$ cat src/sv/rbc_pkg.sv
package rbc_pkg;

    // Field widths
    localparam int unsigned ATTEMPT_W = 8;
    localparam int unsigned INIT_W    = 20;
    localparam int unsigned GROWTH_W  = 16;
    localparam int unsigned DELAY_W   = 32;
    localparam int unsigned STATUS_W  = 10;
    localparam int unsigned HINT_W    = 16;
    localparam int unsigned FRAC_W    = 16;
    localparam int unsigned BACKOFF_W = 48;
    localparam int unsigned CFG_IDX_W = 8;
    localparam int unsigned CFG_DAT_W = 32;

    // Verdict codes
    typedef enum logic [1:0] {
        VERDICT_DELIVER = 2'd0,
        VERDICT_RETRY   = 2'd1,
        VERDICT_FAIL    = 2'd2
    } t_verdict;

    // Register indexes
    localparam logic [CFG_IDX_W-1:0] CFG_RETRY_LIMIT = 8'd0;
    localparam logic [CFG_IDX_W-1:0] CFG_INIT_DELAY  = 8'd1;
    localparam logic [CFG_IDX_W-1:0] CFG_GROWTH      = 8'd2;
    localparam logic [CFG_IDX_W-1:0] CFG_DELAY_CAP   = 8'd3;

    // Register reset values
    localparam logic [ATTEMPT_W-1:0] RST_RETRY_LIMIT = 8'd3;
    localparam logic [INIT_W-1:0]    RST_INIT_DELAY  = 20'd500;
    localparam logic [GROWTH_W-1:0]  RST_GROWTH      = 16'd512;
    localparam logic [DELAY_W-1:0]   RST_DELAY_CAP   = 32'd30000;

    // Status codes worth another attempt
    localparam logic [STATUS_W-1:0] ST_TIMEOUT     = 10'd408;
    localparam logic [STATUS_W-1:0] ST_TOO_MANY    = 10'd429;
    localparam logic [STATUS_W-1:0] ST_INTERNAL    = 10'd500;
    localparam logic [STATUS_W-1:0] ST_BAD_GATEWAY = 10'd502;
    localparam logic [STATUS_W-1:0] ST_UNAVAILABLE = 10'd503;
    localparam logic [STATUS_W-1:0] ST_GW_TIMEOUT  = 10'd504;

    localparam logic [9:0] MS_PER_SEC = 10'd1000;

    typedef struct packed {
        logic [ATTEMPT_W-1:0] retry_limit;
        logic [INIT_W-1:0]    initial_delay_ms;
        logic [GROWTH_W-1:0]  growth_factor_q8;
        logic [DELAY_W-1:0]   delay_cap_ms;
    } t_cfg;

    typedef struct packed {
        logic                link_failed;
        logic [STATUS_W-1:0] status_code;
        logic                hint_present;
        logic [HINT_W-1:0]   hint_seconds;
    } t_item;

    typedef struct packed {
        logic [ATTEMPT_W-1:0] attempt_count;
        logic [BACKOFF_W-1:0] running_backoff;
    } t_state;

    typedef struct packed {
        t_verdict             verdict;
        logic [DELAY_W-1:0]   delay_ms;
        logic [ATTEMPT_W-1:0] attempt_index;
    } t_result;

endpackage

$ cat src/sv/rbc_decide.sv
module rbc_decide
    import rbc_pkg::*;
(
    input  t_cfg    i_cfg,
    input  t_item   i_item,
    input  t_state  i_state,
    output t_result o_result,
    output t_state  o_state_next
);

    logic                  may_retry;
    logic                  retryable;
    t_verdict              verdict;
    logic [BACKOFF_W-1:0]  init_fixed;
    logic [BACKOFF_W-1:0]  base;
    logic [BACKOFF_W:0]    exp_sum;
    logic [DELAY_W:0]      exp_delay;
    logic [25:0]           hint_ms;
    logic [DELAY_W:0]      raw_delay;
    logic [DELAY_W-1:0]    clamped;
    logic [63:0]           prod_full;
    logic [64:0]           prod_rnd;
    logic [56:0]           prod_q16;
    logic [BACKOFF_W-1:0]  prod_sat;

    // Classify the outcome
    always_comb begin
        may_retry = i_state.attempt_count < i_cfg.retry_limit;
        retryable = i_item.status_code inside {ST_TIMEOUT, ST_TOO_MANY, ST_INTERNAL,
                                               ST_BAD_GATEWAY, ST_UNAVAILABLE,
                                               ST_GW_TIMEOUT};
        if (i_item.link_failed) begin
            verdict = may_retry ? VERDICT_RETRY : VERDICT_FAIL;
        end else if (retryable && may_retry) begin
            verdict = VERDICT_RETRY;
        end else begin
            verdict = VERDICT_DELIVER;
        end
    end

    // Work out the delay and the next running product
    always_comb begin
        init_fixed = {12'd0, i_cfg.initial_delay_ms, 16'd0};
        base       = (i_state.attempt_count == '0) ? init_fixed : i_state.running_backoff;

        // round the Q.16 base to whole milliseconds
        exp_sum   = {1'b0, base} + 49'h8000;
        exp_delay = exp_sum[BACKOFF_W:FRAC_W];

        hint_ms   = {10'd0, i_item.hint_seconds} * {16'd0, MS_PER_SEC};
        raw_delay = (!i_item.link_failed && i_item.hint_present)
                    ? {7'd0, hint_ms} : exp_delay;
        clamped   = (raw_delay > {1'b0, i_cfg.delay_cap_ms})
                    ? i_cfg.delay_cap_ms : raw_delay[DELAY_W-1:0];

        // grow by the Q8.8 factor, round half-up, saturate at all ones
        prod_full = {16'd0, base} * {48'd0, i_cfg.growth_factor_q8};
        prod_rnd  = {1'b0, prod_full} + 65'd128;
        prod_q16  = prod_rnd[64:8];
        prod_sat  = (|prod_q16[56:BACKOFF_W]) ? '1 : prod_q16[BACKOFF_W-1:0];
    end

    // Drive the result and the state update
    always_comb begin
        o_result.verdict       = verdict;
        o_result.attempt_index = i_state.attempt_count;
        if (verdict == VERDICT_RETRY) begin
            o_result.delay_ms            = clamped;
            o_state_next.attempt_count   = i_state.attempt_count + 8'd1;
            o_state_next.running_backoff = prod_sat;
        end else begin
            o_result.delay_ms            = '0;
            o_state_next.attempt_count   = '0;
            o_state_next.running_backoff = init_fixed;
        end
    end

endmodule

$ cat src/sv/retry_backoff_controller_unit.sv
// Retry backoff controller: takes one attempt outcome per beat and returns one verdict
// (deliver, retry after delay_ms, or fail) with the zero-based attempt index. Throughput
// is one outcome per clock, back to back, while the verdict side does not stall. An
// accepted beat sits in the input register, is worked out and is loaded into the result
// register, from which its verdict is offered; a stalled verdict side holds both
// registers. Between the two registers sit a 48x16 multiply for the running backoff
// product, a 16x10 multiply for the Retry-After hint and a few compares. Configuration
// writes are always ready and take effect from the next outcome; write them only while no
// outcome is in flight.
module retry_backoff_controller_unit
    import rbc_pkg::*;
(
    input  logic                 i_clk,
    input  logic                 i_rst_n,
    // configuration write channel
    input  logic                 i_cfg_valid,
    output logic                 o_cfg_ready,
    input  logic [CFG_IDX_W-1:0] i_cfg_index,
    input  logic [CFG_DAT_W-1:0] i_cfg_data,
    // outcome channel
    input  logic                 i_in_valid,
    output logic                 o_in_ready,
    input  logic                 i_link_failed,
    input  logic [STATUS_W-1:0]  i_status_code,
    input  logic                 i_hint_present,
    input  logic [HINT_W-1:0]    i_hint_seconds,
    // verdict channel
    output logic                 o_out_valid,
    input  logic                 i_out_ready,
    output logic [1:0]           o_verdict,
    output logic [DELAY_W-1:0]   o_delay_ms,
    output logic [ATTEMPT_W-1:0] o_attempt_index
);

    t_cfg    r_cfg;
    t_state  r_state;
    t_state  n_state;
    t_item   r_item;
    t_result r_result;
    t_result n_result;
    logic    r_in_valid;
    logic    r_out_valid;
    logic    advance;

    // Move a beat on when the result register is free or being drained
    assign advance     = r_in_valid && (!r_out_valid || i_out_ready);
    assign o_in_ready  = !r_in_valid || advance;
    assign o_cfg_ready = 1'b1;

    rbc_decide u_decide (
        .i_cfg        (r_cfg),
        .i_item       (r_item),
        .i_state      (r_state),
        .o_result     (n_result),
        .o_state_next (n_state)
    );

    // Configuration registers
    always_ff @(posedge i_clk) begin
        if (!i_rst_n) begin
            r_cfg.retry_limit      <= RST_RETRY_LIMIT;
            r_cfg.initial_delay_ms <= RST_INIT_DELAY;
            r_cfg.growth_factor_q8 <= RST_GROWTH;
            r_cfg.delay_cap_ms     <= RST_DELAY_CAP;
        end else if (i_cfg_valid) begin
            case (i_cfg_index)
                CFG_RETRY_LIMIT: r_cfg.retry_limit      <= i_cfg_data[ATTEMPT_W-1:0];
                CFG_INIT_DELAY:  r_cfg.initial_delay_ms <= i_cfg_data[INIT_W-1:0];
                CFG_GROWTH:      r_cfg.growth_factor_q8 <= i_cfg_data[GROWTH_W-1:0];
                CFG_DELAY_CAP:   r_cfg.delay_cap_ms     <= i_cfg_data[DELAY_W-1:0];
                default: ;
            endcase
        end
    end

    // Handshake and sequence state
    always_ff @(posedge i_clk) begin
        if (!i_rst_n) begin
            r_in_valid              <= 1'b0;
            r_out_valid             <= 1'b0;
            r_state.attempt_count   <= '0;
            r_state.running_backoff <= {12'd0, RST_INIT_DELAY, 16'd0};
        end else begin
            if (o_in_ready) begin
                r_in_valid <= i_in_valid;
            end
            if (advance) begin
                r_out_valid             <= 1'b1;
                r_state.attempt_count   <= n_state.attempt_count;
                r_state.running_backoff <= n_state.running_backoff;
            end else if (i_out_ready) begin
                r_out_valid <= 1'b0;
            end
        end
    end

    // Payload registers
    always_ff @(posedge i_clk) begin
        if (i_in_valid && o_in_ready) begin
            r_item.link_failed  <= i_link_failed;
            r_item.status_code  <= i_status_code;
            r_item.hint_present <= i_hint_present;
            r_item.hint_seconds <= i_hint_seconds;
        end
        if (advance) begin
            r_result <= n_result;
        end
    end

    assign o_out_valid     = r_out_valid;
    assign o_verdict       = r_result.verdict;
    assign o_delay_ms      = r_result.delay_ms;
    assign o_attempt_index = r_result.attempt_index;

endmodule

$ cat config.mk
export PLATFORM = sky130hd
export DESIGN_NAME = retry_backoff_controller_unit
export DESIGN_NICKNAME = d
export VERILOG_FILES = /design/src/sv/rbc_pkg.sv /design/src/sv/rbc_decide.sv /design/src/sv/retry_backoff_controller_unit.sv
export SDC_FILE = /design/constraint.sdc
export NUM_CORES = 2
export LEC_CHECK = 0
export ABC_AREA = 1
export BUFFER_PORTS_ARGS = -buffer_cell sky130_fd_sc_hd__buf_2
export CORE_MARGIN = 5
export CORE_UTILIZATION = 50
export DETAILED_ROUTE_END_ITERATION = 8
export PLACE_DENSITY = 0.73
export REMOVE_ABC_BUFFERS = 1
export SLEW_MARGIN = 25
export SYNTH_ARGS = -nofsm -noshare
export SYNTH_HDL_FRONTEND = slang
export SYNTH_SLANG_ARGS = --single-unit
$ cat constraint.sdc
create_clock -name i_clk -period 8.45 [get_ports i_clk]
set_input_delay 1.69 -clock i_clk [delete_from_list [all_inputs] [get_ports i_clk]]
set_output_delay 1.69 -clock i_clk [all_outputs]
set_load 0.02 [all_outputs]
# Word-level counts from Yosys, hierarchy flattened
# Cells that the tools add are included.
# totals
mem_bits_rw	0
wordCells	60
latch_bits	0
memories	0
ff_bits	204
inputBits	73
romBits	0
# op_classes
eq_ne	10
n_bitwise	0
div	0
magnitude_cmp	2
mux	10
n_addsub	3
mul	2
shifts	0
reduce_logical	18
# op_table
cell	n
48-bit 2-to-1 mux	2
64-bit by 8-bit adder with 65-bit output (second input constant)	1
48-bit by 16-bit multiplier with 64-bit output	1
10-bit by 9-bit == test with 1-bit output (second input constant)	6
56-bit 2-to-1 mux	1
48-bit by 16-bit adder with 49-bit output (second input constant)	1
33-bit by 32-bit greater-than comparator with 1-bit output	1
33-bit 2-to-1 mux	1
32-bit 2-to-1 mux	1
16-bit by 7-bit multiplier with 23-bit output (second input constant)	1
8-bit by 2-bit == test with 1-bit output (second input constant)	2
8-bit logical NOT	2
9-bit OR reduction	1
8-bit by 1-bit adder with 8-bit output (second input constant)	1
8-bit by 1-bit == test with 1-bit output (second input constant)	1
8-bit less-than comparator	1
2-bit AND reduction	4
6-bit nonzero test	1
1-bit logical AND	4
2-bit 2-to-1 mux	2
1-bit logical NOT	3
1-bit 2-to-1 mux	3
2-bit by 1-bit == test with 1-bit output (second input constant)	1
1-bit logical OR	2
2-bit nonzero test	1

# Longest topological paths before layout
# depth
word_depth	7
mapped_depth	44

# Modules after synthesis
# Synthesis repeated with hierarchy kept, for this count alone.
# unflattened
cells_unflattened	5340
hier_area_um2	39927.0
# by_module_without_submodules
module	cells_per_inst	area_per_inst_um2	n_inst
rbc_decide	4558	32545.0	1
retry_backoff_controller_unit	782	7382.1	1

# Least setup slack after synthesis
# Ideal clock, no wire load.
# synth_path
kind	register to register
startpoint	register r_state[49] in the netlist's numbering
endpoint	register r_state[38] in the netlist's numbering
arrival_ns	7.167
t_required_ns	8.318
stages_incl_launch_ff	41
setup_ns	0.132
setup_slack_ns	1.151
path_cell_list	dfxtp_1 inv_1 ha_1 nand2_1 nor2_2 nand2_4 buf_1 clkbuf_1 nand2_1 inv_1 clkbuf_1 nand2_1 fa_1 inv_1 fa_1 inv_1 fa_1 inv_1 [5 not listed] nor2_1 inv_1 nor4_1 nand2_1 nand2_1 nand2_1 nand2_1 nand2_1 nand2_1 nand2_1 nand2_1 nand3_1 nor2_2 buf_6 buf_4 nand3_1 nand2_1 a21oi_1
# synth_via
elab_chain_len	7
# synth_lines
item	line_no	rtl
start: declaration	retry_backoff_controller_unit.sv:36	t_state r_state;
8-bit logical NOT	rbc_decide.sv:44	base = (i_state.attempt_count == '0) ? init_fixed : i_state.running_backoff;
48-bit 2-to-1 mux	rbc_decide.sv:44	
48-bit by 16-bit multiplier with 64-bit output	rbc_decide.sv:57	prod_full = {16'd0, base} * {48'd0, i_cfg.growth_factor_q8};
64-bit by 8-bit adder with 65-bit output	rbc_decide.sv:58	prod_rnd = {1'b0, prod_full} + 65'd128;
9-bit OR reduction	rbc_decide.sv:60	prod_sat = (|prod_q16[56:BACKOFF_W]) ? '1 : prod_q16[BACKOFF_W-1:0];
48-bit 2-to-1 mux	rbc_decide.sv:60	
56-bit 2-to-1 mux *	rbc_decide.sv:67	if (verdict == VERDICT_RETRY) begin
# Every way passes the cells marked *; elsewhere a longest branch is shown, timed or not.
# A chain may end at the register's enable or synchronous reset.

# Final worst setup path
# layout_path
startpoint	register r_state[49] in the netlist's numbering
endpoint	register r_state[31] in the netlist's numbering
# Same word-level chain as after synthesis.

==> metrics.yaml <==
dpl.hpwl_um: 101000
grt_max_degree: 76
wl_um: 125000
drv_slew: 0
clock_latency_ns: 0.58
rsz0062_at_grt: "false"
num-nets-final: 6092
io_pins: 118
worstSetupStartpointType: "flip-flop"
numPortBuffers: 116
period_minus_slack_ns: 8.14
setup_viol: 0
num_vias: 33500
clk_path_buf_depth: 3
die_width_um: 287
final_cell_mix: "inv_1 (1174), nand2_1 (976), fa_1 (697)"
endpoint_kind: "flip-flop"
tightest_slew_ns: 1.05
setup_ws_ns: 0.314
die_y_um: 287
finalPower_w: 0.00367
cp_slowest_cell: "fa_1"
synth_cell_types: 61
grt_pass1_vias: 33900
timing.critical_path.mode_cell: "inv_1"
wl_per_cell_um: 20.6
cts_tree: "yes"
start_util: 0.506
h-tree-depth: 1
core_area_um2: 76100
dpl_worst_slack_ns: -0.100
grt_use_total: 0.304
cpLargestDelayFamily: "adder cells"
drtAntennaViolNets: 0
synthArstFlopShare: 0
drive_gt1_frac: 0.0736
path_max_fanout: 48
cts.root.buffer_cell: "clkbuf_16"
n_antenna_cell: 0
finalCritPeriodShare: 0.963
synth_top_area_frac: 0.363
num-fill-cells: 7235
syn-instance-count: 4985
cap_violations: 0
synthFlopType: "dfxtp_1"
hp-class: "reg -> reg"
cp_num_buf_inv: 10
yosys_warnings: 0
relSlewSlack: 0.300
clock_sinks: 204
syn_avg_cell_area_um2: 7.72
firstDrtPassIters: 6
path_class: "reg -> reg"
grt_overflow: 0
clkTransAtPathRegs_ns: 0.06
antenna_found_initial: 1
route.detailed.drc: 0
ir_worst_vdd_v: 0.000127
postCtsHoldBufs: 0
layout_commonest_cell: "inv_1"
leakagePower_nw: 20.3
grt_pass1_wl_um: 195000
gp_congestion: 1.01
arrival_ns: 8.55
vias_per_cell: 5.49
synth-edff-count: 70
yosysSeqAreaShare: 0.124
numCtsBuffers: 25
area_growth_pct: 7.49
cpPeakStageDelay_ns: 0.51
synth_seq_cells: 204
drt-initial-drc-count: 3427
synthTopCellsByArea: "fa_1 (36%), inv_1 (12%), nand2_1 (9.6%)"
rows: 101
fmax_mhz: 123
synth_area_um2: 38500
status: "complete, no violations"
dieArea_um2: 82600
post_dp_cell_area_um2: 40400
power-per-cell-area_nw_per_um2: 88.8
synth_top_area_cell: "fa_1"
clock_skew_ns: 0.0245
final_area_um2: 41400
final_hold_viol_count: 0
cp.required_ns: 8.87
fin_tns_setup_ns: 0
-- state kept, by name, indices dropped and copies added, names as in the netlist --
signal	cells
o_verdict	2
o_delay_ms	32
r_state	56
r_in_valid	1
r_item	28
r_cfg	76
o_attempt_index	8
o_out_valid	1
-- synth_stat cells, types with 18 or more instances --
| cell type | n |
|---|---|
| nor4_1 | 19 |
| o211ai_1 | 21 |
| fa_1 | 697 |
| nand3_1 | 94 |
| clkinv_1 | 19 |
| xnor2_1 | 31 |
| ha_1 | 273 |
| dfxtp_1 | 134 |
| inv_1 | 1184 |
| o21ai_0 | 163 |
| nor3_1 | 27 |
| o21ai_1 | 18 |
| clkbuf_1 | 161 |
| xor2_1 | 40 |
| edfxtp_1 | 70 |
| nand2_1 | 979 |
| a21oi_1 | 278 |
| nor2_2 | 32 |
| nor2_1 | 558 |
-- per-layer routing --
layer  global-route usage  wire length [µm]
met2                0.461             54600
met5                    0                 0
met1                0.425             49800
met4                0.121              6610
met3               0.0695             14500
-- power by group --
part,switching (W),internal [W]
combinational,0.000949,0.000503
sequential,0.0000236,0.00106
clock,0.000484,0.000654
-- final timing paths --
path / from / end / slack [ns] / cells after the start
min: r_state[44]$_SDFFE_PN0P_ / r_state[44]$_SDFFE_PN0P_ / 0.47 / 2
min reg2reg: r_state[44]$_SDFFE_PN0P_ / r_state[44]$_SDFFE_PN0P_ / 0.47 / 2
max reg2reg: r_state[49]$_SDFFE_PN0P_ / r_state[31]$_SDFFE_PN0P_ / 0.31 / 35
max: r_state[49]$_SDFFE_PN0P_ / r_state[31]$_SDFFE_PN0P_ / 0.31 / 35
-- cell type report --
| cell class | instances | area (µm²) | share of cell area |
|---|---|---|---|
| multi-input combinational | 3370 | 28300 | 0.684 |
| sequential | 204 | 4790 | 0.116 |
| inverter | 1219 | 4630 | 0.112 |
| timing repair buffer | 229 | 1500 | 0.0362 |
| tap | 1030 | 1290 | 0.0312 |
| clock buffer | 34 | 702 | 0.0170 |
| clock inverter | 12 | 149 | 0.00360 |
-- timing repair --
action,CTS,global route
resized for setup,1,25
setup endpoints to repair,48,48
hold endpoints to repair,0,0
gates cloned,0,0
setup buffers,0,4
-- cell families after synthesis --
group	share of synthesized area
flops	0.124
fa+ha+maj	0.451
compound gates	0.0807
buf+inv	0.141
simple gates	0.186
xor+xnor	0.0162
other cells	0.0000975
-- worst reg2reg max path: cells and delay by family (launching register included) --
family / cells / cell delay, ns
and+or+nand+nor: 10 / 1.06
AOI/OAI and AO/OA: 7 / 1.53
adders and majority gates: 8 / 3.61
DFF: 1 / 0.43
buffers and inverters: 10 / 1.32
-- through the flow --
| stage | utilization | cells | hold WS (ns) |
|---|---|---|---|
| global route | 0.544 | 6098 | 0.481 |
| CTS | 0.542 | 6094 | 0.467 |
| floorplan | - | 4793 | 0.435 |
| detailed placement | 0.531 | 6048 | 0.457 |
| finish | 0.544 | 6098 | 0.466 |
| global placement | 0.531 | 6048 | 0.454 |
No activity file was read; power rests on OpenSTA's default activity.
